--- src/rtl/wtch_pkg.sv ---
// wtch_pkg: shared types and constants of the whitespace token classifier
// holds the token state record, the result record and the fnv-1a constants
// no dependencies
`timescale 1ns / 1ps

package wtch_pkg;

    // fnv-1a 32-bit constants
    localparam logic [31:0] FNV_BASIS = 32'd2166136261;
    localparam logic [31:0] FNV_PRIME = 32'd16777619;

    // character bounds
    localparam logic [7:0] SEP_MAX    = 8'h20;
    localparam logic [7:0] CHAR_ZERO  = 8'h30;
    localparam logic [7:0] CHAR_NINE  = 8'h39;
    localparam logic [7:0] CHAR_UP_A  = 8'h41;
    localparam logic [7:0] CHAR_UP_Z  = 8'h5a;
    localparam logic [7:0] CHAR_LOW_A = 8'h61;
    localparam logic [7:0] CHAR_LOW_Z = 8'h7a;

    // token length saturation point
    localparam logic [15:0] LEN_LIMIT = 16'hffff;

    // token class codes
    typedef enum logic [1:0] {
        CLS_NUMBER     = 2'd0,
        CLS_IDENTIFIER = 2'd1,
        CLS_UNKNOWN    = 2'd2
    } t_class;

    // state of the open token
    typedef struct packed {
        logic        active;
        logic        digits;
        logic        letters;
        logic [31:0] hash;
        logic [15:0] start;
        logic [15:0] length;
    } t_tok_state;

    // one result item plus its valid flag
    typedef struct packed {
        logic        valid;
        t_class      cls;
        logic [31:0] hash;
        logic [15:0] start;
        logic [15:0] length;
        logic        closes;
    } t_tok_result;

    // state right after reset or after a token closes
    localparam t_tok_state TOK_CLEAR = '{
        active:  1'b0,
        digits:  1'b1,
        letters: 1'b1,
        hash:    FNV_BASIS,
        start:   16'd0,
        length:  16'd0
    };

endpackage

--- src/rtl/wtch_in_stage.sv ---
// wtch_in_stage: input register of the token classifier
// holds one source byte and its chunk end flag until the core takes it
// depends on nothing but the handshake from the top level
`timescale 1ns / 1ps

module wtch_in_stage (
    input  logic       i_clk,
    input  logic       i_rst_n,
    input  logic       i_valid,
    output logic       o_stall,
    input  logic [7:0] i_source_byte,
    input  logic       i_chunk_end,
    input  logic       i_advance,
    output logic       o_busy,
    output logic [7:0] o_byte,
    output logic       o_end
);

    logic       r_valid;
    logic       n_valid;
    logic [7:0] r_byte;
    logic       r_end;
    logic       w_load;

    // room when empty or when the held item moves on this cycle
    assign o_stall = r_valid && !i_advance;
    assign w_load  = i_valid && !o_stall;

    // valid flag
    always_comb begin
        n_valid = r_valid;
        if (w_load) begin
            n_valid = 1'b1;
        end else if (i_advance) begin
            n_valid = 1'b0;
        end
    end

    always_ff @(posedge i_clk) begin
        if (!i_rst_n) begin
            r_valid <= 1'b0;
        end else begin
            r_valid <= n_valid;
        end
    end

    // payload capture
    always_ff @(posedge i_clk) begin
        if (w_load) begin
            r_byte <= i_source_byte;
            r_end  <= i_chunk_end;
        end
    end

    assign o_busy = r_valid;
    assign o_byte = r_byte;
    assign o_end  = r_end;

endmodule

--- src/rtl/wtch_token_step.sv ---
// wtch_token_step: per-byte token update and result formation
// combinational: classifies the byte, steps the fnv-1a hash, closes tokens
// depends on wtch_pkg
`timescale 1ns / 1ps

module wtch_token_step (
    input  wtch_pkg::t_tok_state  i_state,
    input  logic [15:0]           i_position,
    input  logic [7:0]            i_byte,
    input  logic                  i_end,
    output wtch_pkg::t_tok_state  o_state,
    output wtch_pkg::t_tok_result o_result
);

    logic                 w_sep;
    logic                 w_dig;
    logic                 w_let;
    logic                 w_ends;
    logic [31:0]          w_mix;
    logic [31:0]          w_hash;
    wtch_pkg::t_tok_state w_abs;

    // byte classification
    assign w_sep  = (i_byte <= wtch_pkg::SEP_MAX);
    assign w_dig  = (i_byte >= wtch_pkg::CHAR_ZERO) && (i_byte <= wtch_pkg::CHAR_NINE);
    assign w_let  = ((i_byte >= wtch_pkg::CHAR_UP_A) && (i_byte <= wtch_pkg::CHAR_UP_Z)) ||
                    ((i_byte >= wtch_pkg::CHAR_LOW_A) && (i_byte <= wtch_pkg::CHAR_LOW_Z));
    assign w_ends = w_sep || i_end;

    // fnv-1a step, product kept modulo 2^32
    assign w_mix  = i_state.hash ^ {24'd0, i_byte};
    assign w_hash = w_mix * wtch_pkg::FNV_PRIME;

    // absorb a non-separator byte into the open token
    always_comb begin
        w_abs = i_state;
        if (!w_sep) begin
            w_abs.active  = 1'b1;
            w_abs.digits  = i_state.digits && w_dig;
            w_abs.letters = i_state.letters && w_let;
            w_abs.hash    = w_hash;
            if (!i_state.active) begin
                w_abs.start  = i_position;
                w_abs.length = 16'd1;
            end else if (i_state.length < wtch_pkg::LEN_LIMIT) begin
                w_abs.length = i_state.length + 16'd1;
            end
        end
    end

    // next token state
    assign o_state = w_ends ? wtch_pkg::TOK_CLEAR : w_abs;

    // result of a closing token
    always_comb begin
        o_result.valid  = w_ends && w_abs.active && (w_abs.length != 16'd0);
        o_result.hash   = 32'd0;
        o_result.start  = w_abs.start;
        o_result.length = w_abs.length;
        o_result.closes = i_end;
        if (w_abs.digits) begin
            o_result.cls = wtch_pkg::CLS_NUMBER;
        end else if (w_abs.letters) begin
            o_result.cls  = wtch_pkg::CLS_IDENTIFIER;
            o_result.hash = w_abs.hash;
        end else begin
            o_result.cls = wtch_pkg::CLS_UNKNOWN;
        end
    end

endmodule

--- src/rtl/whitespace_token_classifier_hash.sv ---
// Whitespace tokenizer with a 32-bit FNV-1a hash over each token. One source
// byte is taken per item; bytes at or below 0x20 separate tokens and the byte
// flagged chunk_end also closes the open token and restarts offsets at zero.
// Each closed non-empty token gives one result: class, hash (identifiers only),
// start offset and length, both saturating. The block takes one item every
// cycle unless input stalls: an input register feeds a single combinational
// step (compares plus one 32x32 constant multiply for the hash) into a result
// register, which offers the result of a closing byte, and input stalls only
// while a finished result is held by a stalled output.
// Depends on wtch_pkg, wtch_in_stage and wtch_token_step.
`timescale 1ns / 1ps

module whitespace_token_classifier_hash #(
    parameter int MAX_CHUNK_BYTES = 65536
) (
    input  logic        i_clk,
    input  logic        i_rst_n,
    input  logic        i_valid,
    output logic        o_stall,
    input  logic [7:0]  i_source_byte,
    input  logic        i_chunk_end,
    output logic        o_valid,
    input  logic        i_stall,
    output logic [1:0]  o_token_class,
    output logic [31:0] o_token_hash,
    output logic [15:0] o_start_offset,
    output logic [15:0] o_token_length,
    output logic        o_closes_chunk
);

    localparam int          POS_LIMIT_INT = (MAX_CHUNK_BYTES - 1 < 65535) ?
                                            (MAX_CHUNK_BYTES - 1) : 65535;
    localparam logic [15:0] POS_LIMIT     = 16'(POS_LIMIT_INT);

    logic                  w_busy;
    logic [7:0]            w_byte;
    logic                  w_end;
    logic                  w_advance;
    wtch_pkg::t_tok_state  r_state;
    wtch_pkg::t_tok_state  n_state;
    wtch_pkg::t_tok_result w_result;
    logic [15:0]           r_position;
    logic [15:0]           n_position;
    logic                  r_out_valid;
    logic                  n_out_valid;
    wtch_pkg::t_tok_result r_out;

    // core moves when it holds an item and the result slot is free or being taken
    assign w_advance = w_busy && (!r_out_valid || !i_stall);

    wtch_in_stage u_in_stage (
        .i_clk         (i_clk),
        .i_rst_n       (i_rst_n),
        .i_valid       (i_valid),
        .o_stall       (o_stall),
        .i_source_byte (i_source_byte),
        .i_chunk_end   (i_chunk_end),
        .i_advance     (w_advance),
        .o_busy        (w_busy),
        .o_byte        (w_byte),
        .o_end         (w_end)
    );

    wtch_token_step u_token_step (
        .i_state    (r_state),
        .i_position (r_position),
        .i_byte     (w_byte),
        .i_end      (w_end),
        .o_state    (n_state),
        .o_result   (w_result)
    );

    // byte position within the chunk, saturating
    always_comb begin
        n_position = r_position;
        if (w_end) begin
            n_position = 16'd0;
        end else if (r_position < POS_LIMIT) begin
            n_position = r_position + 16'd1;
        end
    end

    // token state and position
    always_ff @(posedge i_clk) begin
        if (!i_rst_n) begin
            r_state    <= wtch_pkg::TOK_CLEAR;
            r_position <= 16'd0;
        end else if (w_advance) begin
            r_state    <= n_state;
            r_position <= n_position;
        end
    end

    // result slot valid
    always_comb begin
        n_out_valid = r_out_valid;
        if (w_advance) begin
            n_out_valid = w_result.valid;
        end else if (r_out_valid && !i_stall) begin
            n_out_valid = 1'b0;
        end
    end

    always_ff @(posedge i_clk) begin
        if (!i_rst_n) begin
            r_out_valid <= 1'b0;
        end else begin
            r_out_valid <= n_out_valid;
        end
    end

    // result payload
    always_ff @(posedge i_clk) begin
        if (w_advance && w_result.valid) begin
            r_out <= w_result;
        end
    end

    assign o_valid        = r_out_valid;
    assign o_token_class  = r_out.cls;
    assign o_token_hash   = r_out.hash;
    assign o_start_offset = r_out.start;
    assign o_token_length = r_out.length;
    assign o_closes_chunk = r_out.closes;

    // a held result is never empty
    a_len_nonzero: assert property (@(posedge i_clk) disable iff (!i_rst_n)
        o_valid |-> (o_token_length != 16'd0))
        else $error("result with zero token length");

    // hash only travels with identifiers
    a_hash_class: assert property (@(posedge i_clk) disable iff (!i_rst_n)
        (o_valid && (o_token_class != wtch_pkg::CLS_IDENTIFIER)) |-> (o_token_hash == 32'd0))
        else $error("nonzero hash on a non-identifier token");

    // an open token always has a length
    a_open_len: assert property (@(posedge i_clk) disable iff (!i_rst_n)
        r_state.active |-> (r_state.length != 16'd0))
        else $error("open token with zero length");

    // a stalled result is not overwritten
    a_out_hold: assert property (@(posedge i_clk) disable iff (!i_rst_n)
        (o_valid && i_stall) |=> (o_valid && $stable(r_out)))
        else $error("stalled result changed");

endmodule

--- config.mk ---
export PLATFORM = sky130hd
export DESIGN_NAME = whitespace_token_classifier_hash
export DESIGN_NICKNAME = d
export VERILOG_FILES = /design/src/rtl/wtch_pkg.sv /design/src/rtl/wtch_in_stage.sv /design/src/rtl/wtch_token_step.sv /design/src/rtl/whitespace_token_classifier_hash.sv
export SDC_FILE = /design/constraint.sdc
export NUM_CORES = 1
export LEC_CHECK = 0
export BUFFER_PORTS_ARGS = -buffer_cell sky130_fd_sc_hd__clkbuf_2
export CELL_PAD_IN_SITES_DETAIL_PLACEMENT = 1
export CELL_PAD_IN_SITES_GLOBAL_PLACEMENT = 1
export CORE_AREA = 4 4 174 176
export CTS_CLUSTER_DIAMETER = 30
export DETAILED_ROUTE_END_ITERATION = 8
export DIE_AREA = 0 0 178 180
export PLACE_DENSITY_LB_ADDON = 0.1
export SLEW_MARGIN = 20
export SYNTH_ARGS = -nofsm -noshare
export SYNTH_HDL_FRONTEND = slang
export SYNTH_SLANG_ARGS = --single-unit
--- constraint.sdc ---
create_clock -name i_clk -period 6.8 [get_ports i_clk]
set_clock_uncertainty 0.05 [all_clocks]
set_input_delay 0.34 -clock i_clk [delete_from_list [all_inputs] [get_ports i_clk]]
set_output_delay 0.34 -clock i_clk [all_outputs]
set_load 0.1 [all_outputs]
==> results.py, run 1 <==
metrics = {
    "timing": {
        "hold_viol_final": 0,
        "relSlewSlack_pct": 28.1,
        "slew_violations": 0,
        "min_period_over_period_pct": 94.6,
        "setup_tns_ps": 0,
        "tightest_slew_ps": 1070,
        "setup_viol": 0,
        "rsz0062_at_grt": "no",
        "fin_crit_ps": 6440,
        "fin_hold_ws_ps": 28.3,
        "fmax_mhz": 155,
    },
    "yosys": {
        "avgSynthCellArea_um2": 9.75,
        "synth_edf_count": 76,
        "synth_cell_types": 73,
        "synth_xor_area_share_pct": 4.79,
        "async_flop_share_pct": 0,
        "synthMuxAreaShare_pct": 1.83,
        "synth_warnings": 0,
        "netlist_instances": 1312,
        "synth_compound_area_share_pct": 12.7,
        "synthAdderAreaFrac_pct": 29.8,
        "synth_top_family_by_area": "adder cells",
        "yosysSeqAreaShare_pct": 31.1,
        "synthSimpleGateAreaFrac_pct": 12.2,
        "netlist_area_um2": 12800,
        "synthFlopType": "dfxtp_1",
        "synth-seq-cells": 161,
        "synth_nets": 1585,
    },
    "worst_setup_path": {
        "cp_top_family": "adder cells",
        "cp_slowest_stage_delay_ps": 520,
        "end_kind": "flip-flop",
        "crit_fanout": 6,
        "crit_top_cell": "ha_1",
        "reg2regPathDepth": 19,
        "cpMaxStageDelayCell": "fa_1",
        "worstPathCellList": "xor2_1, ha_1, ha_1, fa_1, ha_1, fa_1, ha_1, inv_1, fa_1, inv_1, ha_1, nand4_1, nor3_1, a211oi_2, o21ai_0, o31ai_1, o21bai_1, a211oi_1, o31ai_1",
        "cp-start-kind": "flip-flop",
        "crit_buf_inv": 2,
        "path_depth": 19,
        "crit_arrival_ps": 6590,
        "crit_type": "reg2reg",
        "worstPathRequired_ps": 6950,
    },
    "cts": {
        "cts_tree": "done",
        "path_clk_slew_ps": 80,
        "worstSkewPairLatency_ps": 460,
        "numCtsBuffers": 17,
        "cts_sinks": 161,
        "root_buffer": "clkbuf_16",
        "htree_levels": 4,
        "clock_path_buffers": 2,
    },
    "floorplan": {
        "initial_core_util_pct": 44.7,
        "die_h_um": 180,
        "core_um2": 28600,
        "die_area_um2": 32000,
        "rows": 62,
        "ios": 82,
        "die_x_um": 178,
    },
    "place": {
        "dp_hpwl_um": 25700,
        "gp_congestion": 0.858,
        "port_buffers": 81,
    },
    "detailed_routing": {
        "avgRoutedWirePerCell_um": 19.9,
        "drtAntennaViolNets": 0,
        "dr.pass1.iters": 5,
        "drc": 0,
        "routed_via_density": 5.51,
        "via_count": 9801,
        "drt_iter0_markers": 517,
        "wl_um": 35400,
    },
    "global_route": {
        "grt_max_degree": 81,
        "antenna_found_initial": 0,
        "grt_overflow": 0,
        "grt_pass1_wl_um": 57000,
        "grt_pass1_vias": 10300,
        "track_usage_pct": 22.6,
    },
    "finish": {
        "fin_nets": 1656,
        "area_delta_synth_final_pct": 11.4,
        "post-route-util_pct": 49.8,
        "num-fill-cells": 3238,
        "antennaDiodeCount": 0,
        "drive_above_1_share_pct": 11.9,
        "layout_commonest_cell": "inv_1",
        "final_cell_mix": "inv_1, ha_1, dfxtp_1, nand2_1, clkbuf_2",
    },
    "min_path": {
        "hold_depth": 1,
        "hold_path_class": "in2reg",
    },
    "status": {
        "outcome": "finished, final reports clean",
    },
    "job": {
        "drv_cap": 0,
    },
}
-- timing repair --
action / in CTS / in global routing
hold buffers: 4 / 2
gates resized for setup: 0 / 0
buffers inserted: 0 / 0
hold endpoints to repair: 4 / 2
-- sequential cells by signal (all words and copies together), names as in the netlist --
| signal | flops |
|---|---|
| o_closes_chunk | 1 |
| o_start_offset | 16 |
| o_token_class | 2 |
| o_token_hash | 32 |
| o_token_length | 16 |
| o_valid | 1 |
| r_position | 16 |
| r_state | 67 |
| u_in_stage.o_busy | 1 |
| u_in_stage.o_byte | 8 |
| u_in_stage.o_end | 1 |
-- through the flow --
stage / area, um^2 / cells / setup WS [ps]
5_1_grt: 14300 / 1780 / 19.0
6_report: 14300 / 1780 / 364
3_3_place_gp: 13600 / 1742 / 677
2_1_floorplan: 12800 / 1312 / 1210
3_5_place_dp: 13600 / 1742 / 509
4_1_cts: 14200 / 1778 / 361
-- layer usage --
layer  wire, um  GRT usage (%)
met5          0              0
met4        421           4.98
met1      17100           31.6
met2      16900           37.2
met3        927           3.45
-- kinds of logic after synthesis --
group	count (synthesis)
AND/OR/NAND/NOR	308
adder cells (fa/ha/maj)	260
buffers and inverters	251
AO/OA/AOI/OAI	241
flip-flops	161
XOR/XNOR	70
multiplexers	21
-- cells in the mapped netlist (3+ instances only) --
library cell / n / area [um^2]
nand2_1: 85 / 319
nor2_1: 57 / 214
a21o_1: 11 / 82.6
fa_1: 74 / 1480
nor2b_1: 41 / 257
and4_1: 4 / 35.0
a21oi_1: 73 / 365
and2_1: 11 / 68.8
nand3_1: 34 / 170
a22oi_1: 38 / 285
or3_1: 4 / 25.0
nand2b_1: 8 / 50.1
nor3_1: 13 / 65.1
a22o_1: 5 / 43.8
clkbuf_2: 4 / 20.0
o31ai_1: 5 / 37.5
ha_1: 186 / 2330
dfxtp_1: 85 / 1700
nor3b_1: 7 / 52.6
nor4_1: 7 / 43.8
inv_1: 202 / 758
xor2_1: 30 / 263
nand4_1: 14 / 87.6
and3_1: 7 / 43.8
o21a_1: 5 / 37.5
a2111oi_0: 3 / 26.3
a211oi_1: 10 / 75.1
a31oi_1: 5 / 31.3
o21ai_0: 32 / 160
buf_2: 11 / 55.1
xnor2_1: 40 / 350
nand3b_1: 3 / 22.5
o22ai_1: 15 / 93.8
mux2_2: 18 / 203
edfxtp_1: 76 / 2280
o211ai_1: 7 / 52.6
clkbuf_1: 30 / 113
o21bai_1: 5 / 37.5
-- worst reg2reg max path: stages, from the launching register on --
cell and delay [ps]:
edfxtp_1 500, xor2_1 470, ha_1 330, ha_1 320
fa_1 500, ha_1 220, fa_1 480, ha_1 290
inv_1 50, fa_1 520, inv_1 40, ha_1 360
nand4_1 150, nor3_1 90, a211oi_2 500, o21ai_0 300
o31ai_1 450, o21bai_1 110, a211oi_1 340, o31ai_1 120
-- cell type report --
class                      instances  area [um^2]  area share [%]
multi-input combinational        900         7860            55.1
sequential                       161         3980            27.9
inverter                         202          758            5.32
timing repair buffer             101          571            4.00
tap                              384          480            3.37
clock buffer                      18          450            3.16
clock inverter                    14          153            1.07
-- worst paths after layout --
path | from | endpoint | slack, ps
max | u_in_stage.o_byte[3]$_DFFE_PP_ | o_token_hash[26]$_SDFFCE_PP0P_ | 360
min | i_source_byte[4] | u_in_stage.o_byte[4]$_DFFE_PP_ | 30
max reg2reg | u_in_stage.o_byte[3]$_DFFE_PP_ | o_token_hash[26]$_SDFFCE_PP0P_ | 360
min reg2reg | r_state[64]$_SDFFE_PN1P_ | r_state[64]$_SDFFE_PN1P_ | 470
Power of run 1 is left out: the tool's default activity adds up to more than one toggle a clock period on the data nets, which glitch-free logic cannot reach.
==> run 2: changes to the inputs <==
--- a/config.mk
+++ b/config.mk
@@ -8,10 +8,10 @@
 export BUFFER_PORTS_ARGS = -buffer_cell sky130_fd_sc_hd__clkbuf_2
 export CELL_PAD_IN_SITES_DETAIL_PLACEMENT = 1
 export CELL_PAD_IN_SITES_GLOBAL_PLACEMENT = 1
-export CORE_AREA = 4 4 174 176
+export CORE_AREA = 4 4 184 186
 export CTS_CLUSTER_DIAMETER = 30
 export DETAILED_ROUTE_END_ITERATION = 8
-export DIE_AREA = 0 0 178 180
+export DIE_AREA = 0 0 188 190
 export PLACE_DENSITY_LB_ADDON = 0.1
 export SLEW_MARGIN = 20
 export SYNTH_ARGS = -nofsm -noshare
==> run 2 against run 1 <==
Against the previous run:
- final cell count up 3.1%
- via count decreased by 1.9%
- sequential share of layout area decreased by 0.093 points
- non-clock buffer count is 2 lower
- sequential cell count unchanged
- critical path depth unchanged
- first-iteration DRC count fell by 12%
- fmax up 1.1%
- count of clock-buffer cells in the layout unchanged
- core utilization down 5.5 points
- largest cell class unchanged
==> results.py, run 2 (synthesized netlist as in run 1, its figures left out) <==
metrics = {
    "finish": {
        "fin_nets": 1654,
        "regMostFlops": "r_state",
        "layout_commonest_cell": "inv_1",
        "post-route-util_pct": 44.3,
        "largest_reg_flops": 67,
        "antennaDiodeCount": 0,
        "area_delta_synth_final_pct": 11.8,
        "drive_above_1_share_pct": 12.1,
        "final_cell_mix": "inv_1, ha_1, dfxtp_1, nand2_1, clkbuf_2",
    },
    "cts": {
        "post_cts_buffers": 0,
        "worstSkewPairLatency_ps": 460,
        "clock_path_buffers": 2,
        "htree_levels": 4,
        "cts_tree": "done",
        "cts_hold_buf": 1,
        "numCtsBuffers": 17,
        "cts-resized-gates": 0,
        "cts_sinks": 161,
        "root_buffer": "clkbuf_16",
        "path_clk_slew_ps": 70,
    },
    "floorplan": {
        "ios": 82,
        "core_um2": 32300,
        "die_area_um2": 35700,
        "rows": 66,
        "die_x_um": 188,
        "die_h_um": 190,
        "initial_core_util_pct": 39.6,
    },
    "detailed_routing": {
        "dr.pass1.iters": 4,
        "routed_via_density": 5.24,
        "drt_iter0_markers": 456,
        "avgRoutedWirePerCell_um": 19.2,
        "drtAntennaViolNets": 0,
        "drc": 0,
        "via_count": 9618,
        "wl_um": 35200,
    },
    "job": {
        "drv_cap": 0,
    },
    "worst_setup_path": {
        "cp_slowest_stage_delay_ps": 530,
        "startpoint": "u_in_stage.o_byte[4]$_DFFE_PP_",
        "crit_arrival_ps": 6510,
        "cp-start-kind": "flip-flop",
        "worstPathCellList": "xor2_1, ha_1, ha_1, fa_1, ha_1, fa_1, ha_1, inv_1, fa_1, inv_1, ha_1, a21oi_1, o21ai_0, a211oi_2, o21ai_0, o31ai_1, o21bai_1, a211oi_1, o31ai_1",
        "worstPathRequired_ps": 6940,
        "end_kind": "flip-flop",
        "reg2reg_from": "u_in_stage.o_byte[4]$_DFFE_PP_",
        "cpMaxStageDelayCell": "edfxtp_1",
        "crit_type": "reg2reg",
        "crit_fanout": 7,
        "crit_top_cell": "ha_1",
    },
    "timing": {
        "tightest_slew_ps": 1040,
        "hold_viol_final": 0,
        "fin_crit_ps": 6370,
        "fmax_mhz": 157,
        "relSlewSlack_pct": 30.9,
        "rsz0062_at_grt": "no",
        "setup_tns_ps": 0,
        "setup_viol": 0,
        "min_period_over_period_pct": 93.6,
        "slew_violations": 0,
    },
    "global_route": {
        "grt_max_degree": 68,
        "grt_pass1_wl_um": 56600,
        "track_usage_pct": 20.1,
        "grt_pass1_vias": 10100,
        "grt_overflow": 0,
        "antenna_found_initial": 0,
    },
    "place": {
        "port_buffers": 81,
        "dp_hpwl_um": 26400,
        "gp_congestion": 0.858,
    },
    "min_path": {
        "hp-start": "i_source_byte[6]",
        "hold_path_class": "in2reg",
    },
    "status": {
        "outcome": "finished, final reports clean",
    },
}
==> run 2: cell count changes in the layout (fill, tap and decap cells not counted), sizes merged <==
cell and change:
buf +3, bufinv +2, clkinv -2, clkinvlp +2
dlygate4sd3 -5, inv -2
==> run 2: final timing paths <==
check	slack [ps]	cells past startpoint	to
setup / recovery	430	19	o_token_hash[26]$_SDFFCE_PP0P_
hold reg to reg	450	2	r_position[9]$_SDFFE_PN0P_
setup reg to reg	430	19	o_token_hash[26]$_SDFFCE_PP0P_
hold / removal	30	1	u_in_stage.o_byte[6]$_DFFE_PP_
==> run 2: layer usage <==
layer | GRT usage (%) | share of wire (%) | up-vias
met3 | 2.90 | 2.9 | 28
met2 | 33.2 | 46 | 117
met1 | 28.0 | 49 | 4808
met4 | 5.00 | 1.4 | 0
met5 | 0 | 0 | -
li1 | - | - | 4665
==> run 2: worst max-delay path, delay by kind of cell, from the launching register on <==
kind | cells | cell delay [ps]
buf+inv | 2 | 90
xor+xnor | 1 | 380
compound gates | 8 | 2110
fa+ha+maj | 8 | 2950
flops | 1 | 530
==> run 2: area by class of cell <==
class	count	area (um^2)
clock buffer	18	439
fill	3716	18000
inverter	202	758
tap	442	553
sequential	161	3980
multi-input combinational	900	7860
timing repair buffer	99	543
clock inverter	14	166
==> run 2: metrics by stage <==
step           setup WS (ps)  cell area, um^2  cells  hold slack [ps]
2_1_floorplan           1210            12800   1312              389
3_3_place_gp             676            13700   1803              431
3_5_place_dp             478            13700   1803              448
4_1_cts                  466            14300   1836             3.83
5_1_grt                 47.3            14300   1836             10.8
6_report                 432            14300   1836             31.3
Power of run 2 is left out for the same reason.
